### config.mk
export PLATFORM = sky130hd
export DESIGN_NAME = hsv_to_rgb_q16_top_flat
export DESIGN_NICKNAME = d
export VERILOG_FILES = /design/src/rtl/hsvq_pkg.sv /design/src/rtl/hsvq_if.sv /design/src/rtl/hsvq_front.sv /design/src/rtl/hsvq_satmul.sv /design/src/rtl/hsvq_level.sv /design/src/rtl/hsvq_mix.sv /design/src/rtl/hsv_to_rgb_q16_top.sv /design/src/flat_wrapper.sv
export SDC_FILE = /design/constraint.sdc
export NUM_CORES = 2
export LEC_CHECK = 0
export BUFFER_PORTS_ARGS = -buffer_cell sky130_fd_sc_hd__clkbuf_2
export CORE_ASPECT_RATIO = 1.4
export CORE_MARGIN = 4
export CORE_UTILIZATION = 55
export DETAILED_ROUTE_END_ITERATION = 7
export GPL_ROUTABILITY_DRIVEN = 0
export PLACE_DENSITY = 0.71
export SLEW_MARGIN = 10
export SYNTH_ARGS = -nofsm -noshare
export SYNTH_HDL_FRONTEND = slang
export SYNTH_SLANG_ARGS = --single-unit
### constraint.sdc
create_clock -name clk -period 18.63 [get_ports clk]
set_input_delay 1.863 -clock clk [delete_from_list [all_inputs] [get_ports clk]]
set_output_delay 1.863 -clock clk [all_outputs]
set_load 0.005 [all_outputs]
### src/rtl/hsvq_pkg.sv
// Shared widths, constants, stage payload types and helpers for the HSV to RGB converter.
package hsvq_pkg;

  localparam int unsigned Q_W    = 17;
  localparam int unsigned FRAC_W = 16;
  localparam int unsigned CHAN_W = 8;

  localparam logic [Q_W-1:0] Q16_ONE = 17'h10000;

  // Sextants of the hue circle, in the order of the usual walk.
  typedef enum logic [2:0] {
    SX_RED_YEL = 3'd0,
    SX_YEL_GRN = 3'd1,
    SX_GRN_CYN = 3'd2,
    SX_CYN_BLU = 3'd3,
    SX_BLU_MAG = 3'd4,
    SX_MAG_RED = 3'd5
  } sext_t;

  // After clamping and splitting the hue.
  typedef struct packed {
    sext_t             sect;
    logic [FRAC_W-1:0] frac;
    logic [Q_W-1:0]    sat;
    logic [Q_W-1:0]    val;
  } s1_t;

  // Saturation products.
  typedef struct packed {
    sext_t             sect;
    logic [Q_W-1:0]    val;
    logic [Q_W-1:0]    oms;
    logic [FRAC_W-1:0] sf;
    logic [Q_W-1:0]    sof;
  } s2_t;

  // The three intermediate levels beside the value itself.
  typedef struct packed {
    sext_t          sect;
    logic [Q_W-1:0] val;
    logic [Q_W-1:0] p;
    logic [Q_W-1:0] q;
    logic [Q_W-1:0] t;
  } s3_t;

  // Scales a Q16 level (at most one) to 0..255: (x*255) >> 16, done as (x<<8) - x.
  function automatic logic [CHAN_W-1:0] to_chan(input logic [Q_W-1:0] x);
    logic [Q_W+CHAN_W-1:0] m;
    m = {x, {CHAN_W{1'b0}}} - {{CHAN_W{1'b0}}, x};
    return m[FRAC_W+CHAN_W-1:FRAC_W];
  endfunction

endpackage

### src/rtl/hsvq_if.sv
// Valid/ready stream interfaces for the pixel input and the colour output.
interface hsvq_in_if;
  import hsvq_pkg::*;
  logic           valid;
  logic           ready;
  logic [Q_W-1:0] hue;
  logic [Q_W-1:0] saturation;
  logic [Q_W-1:0] brightness;

  modport source (output valid, hue, saturation, brightness, input ready);
  modport sink   (input valid, hue, saturation, brightness, output ready);
endinterface

interface hsvq_out_if;
  import hsvq_pkg::*;
  logic              valid;
  logic              ready;
  logic [CHAN_W-1:0] red;
  logic [CHAN_W-1:0] green;
  logic [CHAN_W-1:0] blue;

  modport source (output valid, red, green, blue, input ready);
  modport sink   (input valid, red, green, blue, output ready);
endinterface

### src/rtl/hsvq_front.sv
// First stage: clamps the inputs and splits the hue into sextant and fraction.
module hsvq_front (
  input  logic            clk,
  input  logic            rst_n,
  hsvq_in_if.sink         in_beat,
  input  logic            dn_ready,
  output logic            dn_valid,
  output hsvq_pkg::s1_t   dn_data
);
  import hsvq_pkg::*;

  logic                valid_r;
  s1_t                 data_r;
  s1_t                 data_nxt;
  logic [FRAC_W-1:0]   hue_c;
  logic [FRAC_W+2:0]   h6;

  assign in_beat.ready = !valid_r || dn_ready;

  always_comb begin
    hue_c = in_beat.hue[FRAC_W] ? {FRAC_W{1'b1}} : in_beat.hue[FRAC_W-1:0];
    h6    = {1'b0, hue_c, 2'b00} + {2'b00, hue_c, 1'b0};
    data_nxt.sect = sext_t'(h6[FRAC_W+2:FRAC_W]);
    data_nxt.frac = h6[FRAC_W-1:0];
    data_nxt.sat  = (in_beat.saturation > Q16_ONE) ? Q16_ONE : in_beat.saturation;
    data_nxt.val  = (in_beat.brightness > Q16_ONE) ? Q16_ONE : in_beat.brightness;
  end

  always_ff @(posedge clk) begin
    if (!rst_n) begin
      valid_r <= 1'b0;
    end else if (in_beat.ready) begin
      valid_r <= in_beat.valid;
    end
  end

  always_ff @(posedge clk) begin
    if (in_beat.ready && in_beat.valid) begin
      data_r <= data_nxt;
    end
  end

  assign dn_valid = valid_r;
  assign dn_data  = data_r;

endmodule

### src/rtl/hsvq_satmul.sv
// Second stage: one minus the saturation, and saturation times the sextant fraction and times its complement.
module hsvq_satmul (
  input  logic            clk,
  input  logic            rst_n,
  input  logic            up_valid,
  output logic            up_ready,
  input  hsvq_pkg::s1_t   up_data,
  input  logic            dn_ready,
  output logic            dn_valid,
  output hsvq_pkg::s2_t   dn_data
);
  import hsvq_pkg::*;

  logic                   valid_r;
  s2_t                    data_r;
  s2_t                    data_nxt;
  logic [Q_W-1:0]         omf;
  logic [Q_W+FRAC_W-1:0]  sf_full;
  logic [2*Q_W-1:0]       sof_full;

  assign up_ready = !valid_r || dn_ready;

  always_comb begin
    omf      = Q16_ONE - {1'b0, up_data.frac};
    sf_full  = up_data.sat * up_data.frac;
    sof_full = up_data.sat * omf;
    data_nxt.sect = up_data.sect;
    data_nxt.val  = up_data.val;
    data_nxt.oms  = Q16_ONE - up_data.sat;
    data_nxt.sf   = sf_full[FRAC_W+FRAC_W-1:FRAC_W];
    data_nxt.sof  = sof_full[FRAC_W+Q_W-1:FRAC_W];
  end

  always_ff @(posedge clk) begin
    if (!rst_n) begin
      valid_r <= 1'b0;
    end else if (up_ready) begin
      valid_r <= up_valid;
    end
  end

  always_ff @(posedge clk) begin
    if (up_ready && up_valid) begin
      data_r <= data_nxt;
    end
  end

  assign dn_valid = valid_r;
  assign dn_data  = data_r;

endmodule

### src/rtl/hsvq_level.sv
// Third stage: forms the p, q and t levels from the value.
module hsvq_level (
  input  logic            clk,
  input  logic            rst_n,
  input  logic            up_valid,
  output logic            up_ready,
  input  hsvq_pkg::s2_t   up_data,
  input  logic            dn_ready,
  output logic            dn_valid,
  output hsvq_pkg::s3_t   dn_data
);
  import hsvq_pkg::*;

  logic              valid_r;
  s3_t               data_r;
  s3_t               data_nxt;
  logic [Q_W-1:0]    q_fac;
  logic [Q_W-1:0]    t_fac;
  logic [2*Q_W-1:0]  p_full;
  logic [2*Q_W-1:0]  q_full;
  logic [2*Q_W-1:0]  t_full;

  assign up_ready = !valid_r || dn_ready;

  always_comb begin
    q_fac  = Q16_ONE - {1'b0, up_data.sf};
    t_fac  = Q16_ONE - up_data.sof;
    p_full = up_data.val * up_data.oms;
    q_full = up_data.val * q_fac;
    t_full = up_data.val * t_fac;
    data_nxt.sect = up_data.sect;
    data_nxt.val  = up_data.val;
    data_nxt.p    = p_full[FRAC_W+Q_W-1:FRAC_W];
    data_nxt.q    = q_full[FRAC_W+Q_W-1:FRAC_W];
    data_nxt.t    = t_full[FRAC_W+Q_W-1:FRAC_W];
  end

  always_ff @(posedge clk) begin
    if (!rst_n) begin
      valid_r <= 1'b0;
    end else if (up_ready) begin
      valid_r <= up_valid;
    end
  end

  always_ff @(posedge clk) begin
    if (up_ready && up_valid) begin
      data_r <= data_nxt;
    end
  end

  assign dn_valid = valid_r;
  assign dn_data  = data_r;

endmodule

### src/rtl/hsvq_mix.sv
// Last stage: picks the levels per sextant, scales them to 8 bits and holds the output beat.
module hsvq_mix (
  input  logic            clk,
  input  logic            rst_n,
  input  logic            up_valid,
  output logic            up_ready,
  input  hsvq_pkg::s3_t   up_data,
  hsvq_out_if.source      out_beat
);
  import hsvq_pkg::*;

  logic              valid_r;
  logic [CHAN_W-1:0] red_r,   red_nxt;
  logic [CHAN_W-1:0] green_r, green_nxt;
  logic [CHAN_W-1:0] blue_r,  blue_nxt;
  logic [Q_W-1:0]    r_lvl, g_lvl, b_lvl;

  assign up_ready = !valid_r || out_beat.ready;

  always_comb begin
    unique case (up_data.sect)
      SX_RED_YEL: begin r_lvl = up_data.val; g_lvl = up_data.t;   b_lvl = up_data.p;   end
      SX_YEL_GRN: begin r_lvl = up_data.q;   g_lvl = up_data.val; b_lvl = up_data.p;   end
      SX_GRN_CYN: begin r_lvl = up_data.p;   g_lvl = up_data.val; b_lvl = up_data.t;   end
      SX_CYN_BLU: begin r_lvl = up_data.p;   g_lvl = up_data.q;   b_lvl = up_data.val; end
      SX_BLU_MAG: begin r_lvl = up_data.t;   g_lvl = up_data.p;   b_lvl = up_data.val; end
      default:    begin r_lvl = up_data.val; g_lvl = up_data.p;   b_lvl = up_data.q;   end
    endcase
    red_nxt   = to_chan(r_lvl);
    green_nxt = to_chan(g_lvl);
    blue_nxt  = to_chan(b_lvl);
  end

  always_ff @(posedge clk) begin
    if (!rst_n) begin
      valid_r <= 1'b0;
    end else if (up_ready) begin
      valid_r <= up_valid;
    end
  end

  always_ff @(posedge clk) begin
    if (up_ready && up_valid) begin
      red_r   <= red_nxt;
      green_r <= green_nxt;
      blue_r  <= blue_nxt;
    end
  end

  assign out_beat.valid = valid_r;
  assign out_beat.red   = red_r;
  assign out_beat.green = green_r;
  assign out_beat.blue  = blue_r;

endmodule

### src/rtl/hsv_to_rgb_q16_top.sv
// Top level of the Q16 HSV to 8-bit RGB converter pipeline.
//
//   Channel    Dir  Fields                           Handshake
//   in_beat    in   hue, saturation, brightness (17) valid/ready
//   out_beat   out  red, green, blue (8)             valid/ready
//
// Four register stages: clamp and split hue, saturation products, levels,
// then selection and scaling into the output register.
// Beats pass in order; one beat per cycle while the output is not stalled.
// Reset clears the valid bits of every stage; payload registers are not reset.
// Each stage takes a beat when it is empty or its successor takes its own,
// so bubbles are filled while the output is stalled.
module hsv_to_rgb_q16_top (
  input  logic        clk,
  input  logic        rst_n,
  hsvq_in_if.sink     in_beat,
  hsvq_out_if.source  out_beat
);
  import hsvq_pkg::*;

  logic s1_valid, s2_valid, s3_valid;
  logic s2_ready, s3_ready, s4_ready;
  s1_t  s1_data;
  s2_t  s2_data;
  s3_t  s3_data;

  hsvq_front u_front (
    .clk      (clk),
    .rst_n    (rst_n),
    .in_beat  (in_beat),
    .dn_ready (s2_ready),
    .dn_valid (s1_valid),
    .dn_data  (s1_data)
  );

  hsvq_satmul u_satmul (
    .clk      (clk),
    .rst_n    (rst_n),
    .up_valid (s1_valid),
    .up_ready (s2_ready),
    .up_data  (s1_data),
    .dn_ready (s3_ready),
    .dn_valid (s2_valid),
    .dn_data  (s2_data)
  );

  hsvq_level u_level (
    .clk      (clk),
    .rst_n    (rst_n),
    .up_valid (s2_valid),
    .up_ready (s3_ready),
    .up_data  (s2_data),
    .dn_ready (s4_ready),
    .dn_valid (s3_valid),
    .dn_data  (s3_data)
  );

  hsvq_mix u_mix (
    .clk      (clk),
    .rst_n    (rst_n),
    .up_valid (s3_valid),
    .up_ready (s4_ready),
    .up_data  (s3_data),
    .out_beat (out_beat)
  );

  // The input is only refused when every stage is full and the output is stalled.
  a_full_when_refused: assert property (@(posedge clk) disable iff (!rst_n)
    !in_beat.ready |-> (s1_valid && s2_valid && s3_valid && out_beat.valid && !out_beat.ready))
    else $error("input refused while the pipeline has room");

  // A stalled third stage keeps its beat unchanged.
  a_level_holds: assert property (@(posedge clk) disable iff (!rst_n)
    (s3_valid && !s4_ready) |=> (s3_valid && $stable(s3_data)))
    else $error("third stage lost or changed a stalled beat");

  // A stalled second stage keeps its beat unchanged.
  a_satmul_holds: assert property (@(posedge clk) disable iff (!rst_n)
    (s2_valid && !s3_ready) |=> (s2_valid && $stable(s2_data)))
    else $error("second stage lost or changed a stalled beat");

endmodule
### src/flat_wrapper.sv
// flat-port wrapper written by rule: the top's interface ports become plain ports
module hsv_to_rgb_q16_top_flat import hsvq_pkg::*;
  (clk, rst_n, in_beat_valid, in_beat_hue, in_beat_saturation, in_beat_brightness, in_beat_ready, out_beat_valid, out_beat_red, out_beat_green, out_beat_blue, out_beat_ready);
  hsvq_in_if in_beat_i ();
  hsvq_out_if out_beat_i ();
  input  logic clk;
  input  logic rst_n;
  input wire logic [$bits(in_beat_i.valid)-1:0] in_beat_valid;
  input wire logic [$bits(in_beat_i.hue)-1:0] in_beat_hue;
  input wire logic [$bits(in_beat_i.saturation)-1:0] in_beat_saturation;
  input wire logic [$bits(in_beat_i.brightness)-1:0] in_beat_brightness;
  output wire logic [$bits(in_beat_i.ready)-1:0] in_beat_ready;
  output wire logic [$bits(out_beat_i.valid)-1:0] out_beat_valid;
  output wire logic [$bits(out_beat_i.red)-1:0] out_beat_red;
  output wire logic [$bits(out_beat_i.green)-1:0] out_beat_green;
  output wire logic [$bits(out_beat_i.blue)-1:0] out_beat_blue;
  input wire logic [$bits(out_beat_i.ready)-1:0] out_beat_ready;
  assign in_beat_i.valid = in_beat_valid;
  assign in_beat_i.hue = in_beat_hue;
  assign in_beat_i.saturation = in_beat_saturation;
  assign in_beat_i.brightness = in_beat_brightness;
  assign in_beat_ready = in_beat_i.ready;
  assign out_beat_valid = out_beat_i.valid;
  assign out_beat_red = out_beat_i.red;
  assign out_beat_green = out_beat_i.green;
  assign out_beat_blue = out_beat_i.blue;
  assign out_beat_i.ready = out_beat_ready;
  hsv_to_rgb_q16_top u_core (.clk(clk), .rst_n(rst_n), .in_beat(in_beat_i), .out_beat(out_beat_i));
endmodule
Yosys cells after proc, flatten, opt, wreduce, memory -nomap -nowiden --
Cells that the tools add are included. W data, S select, Z words.
Word-level totals: register bits 222, output and inout port bits 26, logic and storage cells 61
Operators by class: $add $sub $neg 8, $mul 5, $lt $le $gt $ge 2, eq/ne operators 4, multiplexer cells 4, reductions and logical operators 17
Operators with widths (number):
- $pmux W17 S3 | 3
- $mul A17 B17 Y33 | 4
- $sub A24 B17 Y24 | 3
- $gt A17 B17 Y1 const B | 2
- $sub A17 B16 Y17 const A | 2
- $sub A17 B17 Y17 const A | 2
- $mul A17 B16 Y32 | 1
- $add A18 B17 Y19 | 1
- $mux W16 | 1
- $reduce_or A2 Y1 | 4
- $eq A3 B2 Y1 const B | 2
- $logic_and A1 B1 Y1 | 4
- $logic_not A1 Y1 | 4
- $logic_or A1 B1 Y1 | 4
- $eq A3 B1 Y1 const B | 1
- $eq A3 B3 Y1 const B | 1
- $logic_not A3 Y1 | 1

Longest topological paths before layout --
depth in word-level cells 6, gate-level depth with buffers 31, gate-level depth less buffers 29

Modules after synthesis --
Synthesis repeated with hierarchy kept, for this count alone.
Unflattened totals: cells, all modules 6246, area total of the unflattened synthesis 56924.6 um2
By module, submodules not included:
- hsvq_level | instances 1, cells an instance 3291, area each 29565.9 um2, seq. area each 2152.1 um2
- hsvq_satmul | instances 1, cells an instance 2164, area each 19996.7 um2, seq. area each 2122.0 um2
- hsvq_mix | instances 1, cells an instance 542, area each 4468.0 um2, seq. area each 740.7 um2
- hsvq_front | instances 1, cells an instance 249, area each 2894.0 um2, seq. area each 1581.5 um2

Least setup slack after synthesis --
OpenSTA, ideal clock, no wires.
path type input to register, start input out_beat_ready, end register u_core.u_satmul.data_r, in the netlist u_core.u_satmul.dn_data[0] (enable), arrival 7.250 ns, setup slack 10.775 ns, stages on the path 3, buffers on the path 0, cell sequence nor2b_1 > and2_0 > a21boi_0
Between the ends: cells in the longest elaborated chain, start to end 4
Ends and longest elaborated chain:
- from (decl) | RTL line flat_wrapper.sv:17 | input wire logic [$bits(out_beat_i.ready)-1:0] out_beat_ready;
- $logic_or A1 B1 Y1 | RTL line hsvq_mix.sv:18 | assign up_ready = !valid_r || out_beat.ready;
- $logic_or A1 B1 Y1 | RTL line hsvq_level.sv:23 | assign up_ready = !valid_r || dn_ready;
- $logic_or A1 B1 Y1 | RTL line hsvq_satmul.sv:21 | assign up_ready = !valid_r || dn_ready;
- $logic_and A1 B1 Y1 | RTL line hsvq_satmul.sv:43 | if (up_ready && up_valid) begin
- to (signal assigned) | RTL line hsvq_satmul.sv:44 | data_r <= data_nxt;
- to (decl) | RTL line hsvq_satmul.sv:15 | s2_t data_r;
Every way passes these cells. A chain may end at the register's enable or synchronous reset.

Worst setup path in the final report --
start register u_core.u_satmul.data_r, in the netlist u_core.u_satmul.dn_data[17], end register u_core.u_level.data_r, in the netlist u_core.u_level.dn_data[33], data pin
Between the ends: cells in the longest elaborated chain, start to end 2
Ends and longest elaborated chain:
- $sub A17 B16 Y17 | RTL line hsvq_level.sv:26 | q_fac = Q16_ONE - {1'b0, up_data.sf};
- $mul A17 B17 Y33 | RTL line hsvq_level.sv:29 | q_full = up_data.val * q_fac;
- via u_core.u_level.q_full[32] | RTL line hsvq_level.sv:20 | logic [2*Q_W-1:0] q_full;
- to (signal assigned) | RTL line hsvq_level.sv:48 | data_r <= data_nxt;
- to (decl) | RTL line hsvq_level.sv:15 | s3_t data_r;
The timed path passes the listed nets, and every way through them passes these cells.

==> run summary <==
- status: finished clean
- area of the placeable core: 99600 um^2
- remaining global-route overflow: 0
- I/O pin cnt: 81
- min cycle time layout: 8640 ps
- library cell used as clock root buffer: sky130_fd_sc_hd__clkbuf_16
- number of distinct standard cells referenced by the synthesized netlist: 92
- worst hold path startpoint: u_core.u_front.dn_data[7]$_SDFFCE_PN0P_
- net total in the final layout: 7557
- number of violations of the max-capacitance limit: 0
- average instance area after synthesis: 9.24 um^2
- final setup fails: 0
- unrepaired setup endpoints after global routing: false
- Detail Placement HPWL: 109000 um
- initial antenna violation count: 2
- Clock Latency Late Sink: 580 ps
- drt first-iter violations: 2338
- Gates resized, CTS repair: 0
- starting utilization of the core area: 55.4%
- First-pass DRT Iterations: 6
- number of global-route vias before repair: 44100
- ys async rst share: 0%
- slew at the pin closest to its max-slew limit: 1110 ps
- largest net degree at the start of global routing: 73
- count of flip-flops with a built-in enable after synthesis: 217
- Worst R2R Setup Slack: 9990 ps
- hold buffers post-CTS: 0
- sequential-to-total area share from yosys stat: 12.0%
- critical path data required time: 18950 ps
- clock tree from TritonCTS: built
- data arrival time of the critical path: 8960 ps
- Area growth syn-to-layout: 4.71%
- synthesized net count: 7654
- number of buffers on the longest clock path: 3
- final routed DRC violation total: 0
- number of placement rows: 137
- Rel. slew slack: 25.4%
- Routed Wire Length: 142000 um
- number of vias per cell after detailed routing: 5.58
- Post-Route Skew: 23.0 ps
- warnings from Yosys: 0
- worst-path fanout max: 18
- critical path capture point type: flop
- critical path startpoint category: flop
- critical path launch point: u_core.u_satmul.dn_data[17]$_DFFE_PP_
- final routed wire length divided by cell count: 19.7 um
- worst min-delay path category: flop to flop
- die height: 383 um
- number of buffers inserted by port buffering: 80
- Max Transition Viols Final: 0
- chip width: 276 um
- number of instances in the placed design: 7164
- commonest register cell after synthesis: sky130_fd_sc_hd__edfxtp_1
- post-synthesis cell count: 5970
- final non-filler cell total: 7212
- fraction of layout instances using a drive strength above 1: 5.09%
- TritonCTS buffer count: 27
- global routing usage summed across all routing layers: 27.7%
- Die ar.: 106000 um^2
- register bit count reported by yosys: 221
- Setup CP Type: flop to flop
- total of fill cells in the finished design: 8635
- synthesized area: 55200 um^2
- final cell utilization of the core: 58.0%
- reg-to-reg startpoint: u_core.u_satmul.dn_data[17]$_DFFE_PP_
- number of hold violations in the final report: 0
- global-route wire length before repair: 230000 um
- clock net sink count: 221
- final worst hold slack: 414 ps
- vias after detailed routing: 40300
- number of levels in the clock H-tree: 1
- Post-CTS Setup Repair Bufs: 0
- post-detailed-route count of antenna-violating nets: 0
- clock-pin transition on the worst setup and hold timing paths: 60 ps
- post-route fraction of the period consumed by the critical path: 46.4%
- upper clock frequency limit: 0.116 GHz
- Final TNS setup: 0 ps
-- synthesized netlist by cell type, types with 53 or more instances --
| master | instances | area share (%) |
|---|---|---|
| sky130_fd_sc_hd__nand2_1 | 925 | 6.3 |
| sky130_fd_sc_hd__xnor2_1 | 122 | 1.9 |
| sky130_fd_sc_hd__a21oi_1 | 93 | 0.84 |
| sky130_fd_sc_hd__nor2_1 | 115 | 0.78 |
| sky130_fd_sc_hd__mux2i_1 | 55 | 1.0 |
| sky130_fd_sc_hd__nor3_1 | 53 | 0.48 |
| sky130_fd_sc_hd__clkbuf_1 | 257 | 1.7 |
| sky130_fd_sc_hd__and2_1 | 509 | 5.8 |
| sky130_fd_sc_hd__fa_1 | 1062 | 39 |
| sky130_fd_sc_hd__ha_1 | 567 | 13 |
| sky130_fd_sc_hd__nor2b_1 | 56 | 0.63 |
| sky130_fd_sc_hd__inv_1 | 1330 | 9.0 |
| sky130_fd_sc_hd__xor2_1 | 54 | 0.86 |
| sky130_fd_sc_hd__edfxtp_1 | 217 | 12 |
| sky130_fd_sc_hd__o21ai_0 | 65 | 0.59 |
-- critical path, cell delays in order (launching register included) --
cell	delay, ps
sky130_fd_sc_hd__edfxtp_1	690
sky130_fd_sc_hd__inv_2	150
sky130_fd_sc_hd__nand3_1	80
sky130_fd_sc_hd__or3_1	450
sky130_fd_sc_hd__or3b_2	580
sky130_fd_sc_hd__nor3b_1	380
sky130_fd_sc_hd__xnor2_2	340
sky130_fd_sc_hd__and2_1	290
sky130_fd_sc_hd__fa_1	540
sky130_fd_sc_hd__fa_1	430
sky130_fd_sc_hd__fa_1	510
sky130_fd_sc_hd__fa_1	440
sky130_fd_sc_hd__fa_1	490
sky130_fd_sc_hd__inv_1	50
sky130_fd_sc_hd__fa_1	480
sky130_fd_sc_hd__inv_1	50
sky130_fd_sc_hd__ha_1	330
sky130_fd_sc_hd__a21oi_1	170
sky130_fd_sc_hd__o21ai_1	110
sky130_fd_sc_hd__a2111oi_2	380
sky130_fd_sc_hd__o21ai_2	130
sky130_fd_sc_hd__a311oi_2	400
sky130_fd_sc_hd__o2111ai_1	250
sky130_fd_sc_hd__or3_1	370
sky130_fd_sc_hd__a31oi_1	210
sky130_fd_sc_hd__xnor2_1	90
-- sequential cells by signal (all words and copies together) (netlist names) --
| signal | flops |
|---|---|
| u_core.u_mix.out_beat.red | 8 |
| u_core.u_level.dn_valid | 1 |
| u_core.u_front.dn_data | 52 |
| u_core.u_mix.out_beat.green | 8 |
| u_core.u_satmul.dn_valid | 1 |
| u_core.u_mix.out_beat.blue | 8 |
| u_core.u_mix.out_beat.valid | 1 |
| u_core.u_level.dn_data | 71 |
| u_core.u_front.dn_valid | 1 |
| u_core.u_satmul.dn_data | 70 |
-- metal layers --
| metal | GRT usage (%) | wire [um] | vias up |
|---|---|---|---|
| met2 | 50.1 | 72800 | 1375 |
| met4 | 16.7 | 11100 | 4 |
| met5 | 0 | 26 | - |
| met1 | 31.3 | 50400 | 20500 |
| met3 | 3.11 | 7620 | 493 |
| li1 | - | - | 17900 |
-- worst paths after layout --
check,endpoint,depth (start not counted)
worst max-delay path,u_core.u_level.dn_data[33]$_DFFE_PP_,25
worst min-delay path,u_core.u_satmul.dn_data[57]$_DFFE_PP_,0
worst max register to register,u_core.u_level.dn_data[33]$_DFFE_PP_,25
worst min register to register,u_core.u_satmul.dn_data[57]$_DFFE_PP_,0
-- stage by stage --
step	worst slack [ps]	cell area [um^2]
final	9990	57800
after global placement	10210	56800
after floorplan	10780	55200
after CTS	10040	57800
after global routing	9530	57800
after detailed placement	10060	56800
-- logic make-up after synthesis --
group | after synthesis | share of synthesized area [%]
flops | 221 | 12.0
mux | 73 | 1.37
fa+ha+maj | 1629 | 51.4
simple gates | 1836 | 16.1
buf+inv | 1629 | 11.3
compound gates | 402 | 5.01
xor+xnor | 180 | 2.91
-- cell usage in the layout (no fill, tap or decap), types with 43 or more instances in the layout --
| master | count |
|---|---|
| sky130_fd_sc_hd__buf_4 | 90 |
| sky130_fd_sc_hd__nor2_1 | 115 |
| sky130_fd_sc_hd__and2_1 | 509 |
| sky130_fd_sc_hd__fa_1 | 1062 |
| sky130_fd_sc_hd__a21o_1 | 43 |
| sky130_fd_sc_hd__edfxtp_1 | 217 |
| sky130_fd_sc_hd__xnor2_1 | 109 |
| sky130_fd_sc_hd__nand2_1 | 925 |
| sky130_fd_sc_hd__nor3_1 | 53 |
| sky130_fd_sc_hd__nor2b_1 | 54 |
| sky130_fd_sc_hd__clkbuf_2 | 80 |
| sky130_fd_sc_hd__ha_1 | 567 |
| sky130_fd_sc_hd__mux2i_1 | 55 |
| sky130_fd_sc_hd__a21oi_1 | 93 |
| sky130_fd_sc_hd__o21ai_0 | 65 |
| sky130_fd_sc_hd__xor2_1 | 49 |
| sky130_fd_sc_hd__inv_1 | 1330 |
-- area by class of cell --
| class | count | area [um^2] | share of cell area, % |
|---|---|---|---|
| antenna | 1 | 2.50 | 0.00433 |
| clock buffer | 29 | 683 | 1.18 |
| clock inverter | 18 | 246 | 0.427 |
| inverter | 1333 | 5000 | 8.66 |
| multi-input combinational | 4120 | 42500 | 73.6 |
| sequential | 221 | 6600 | 11.4 |
| tap | 1320 | 1650 | 2.86 |
| timing repair buffer | 170 | 1080 | 1.86 |
Power is not shown: default switching activity piles up to over one toggle a cycle in this logic, so the estimate is an artifact.
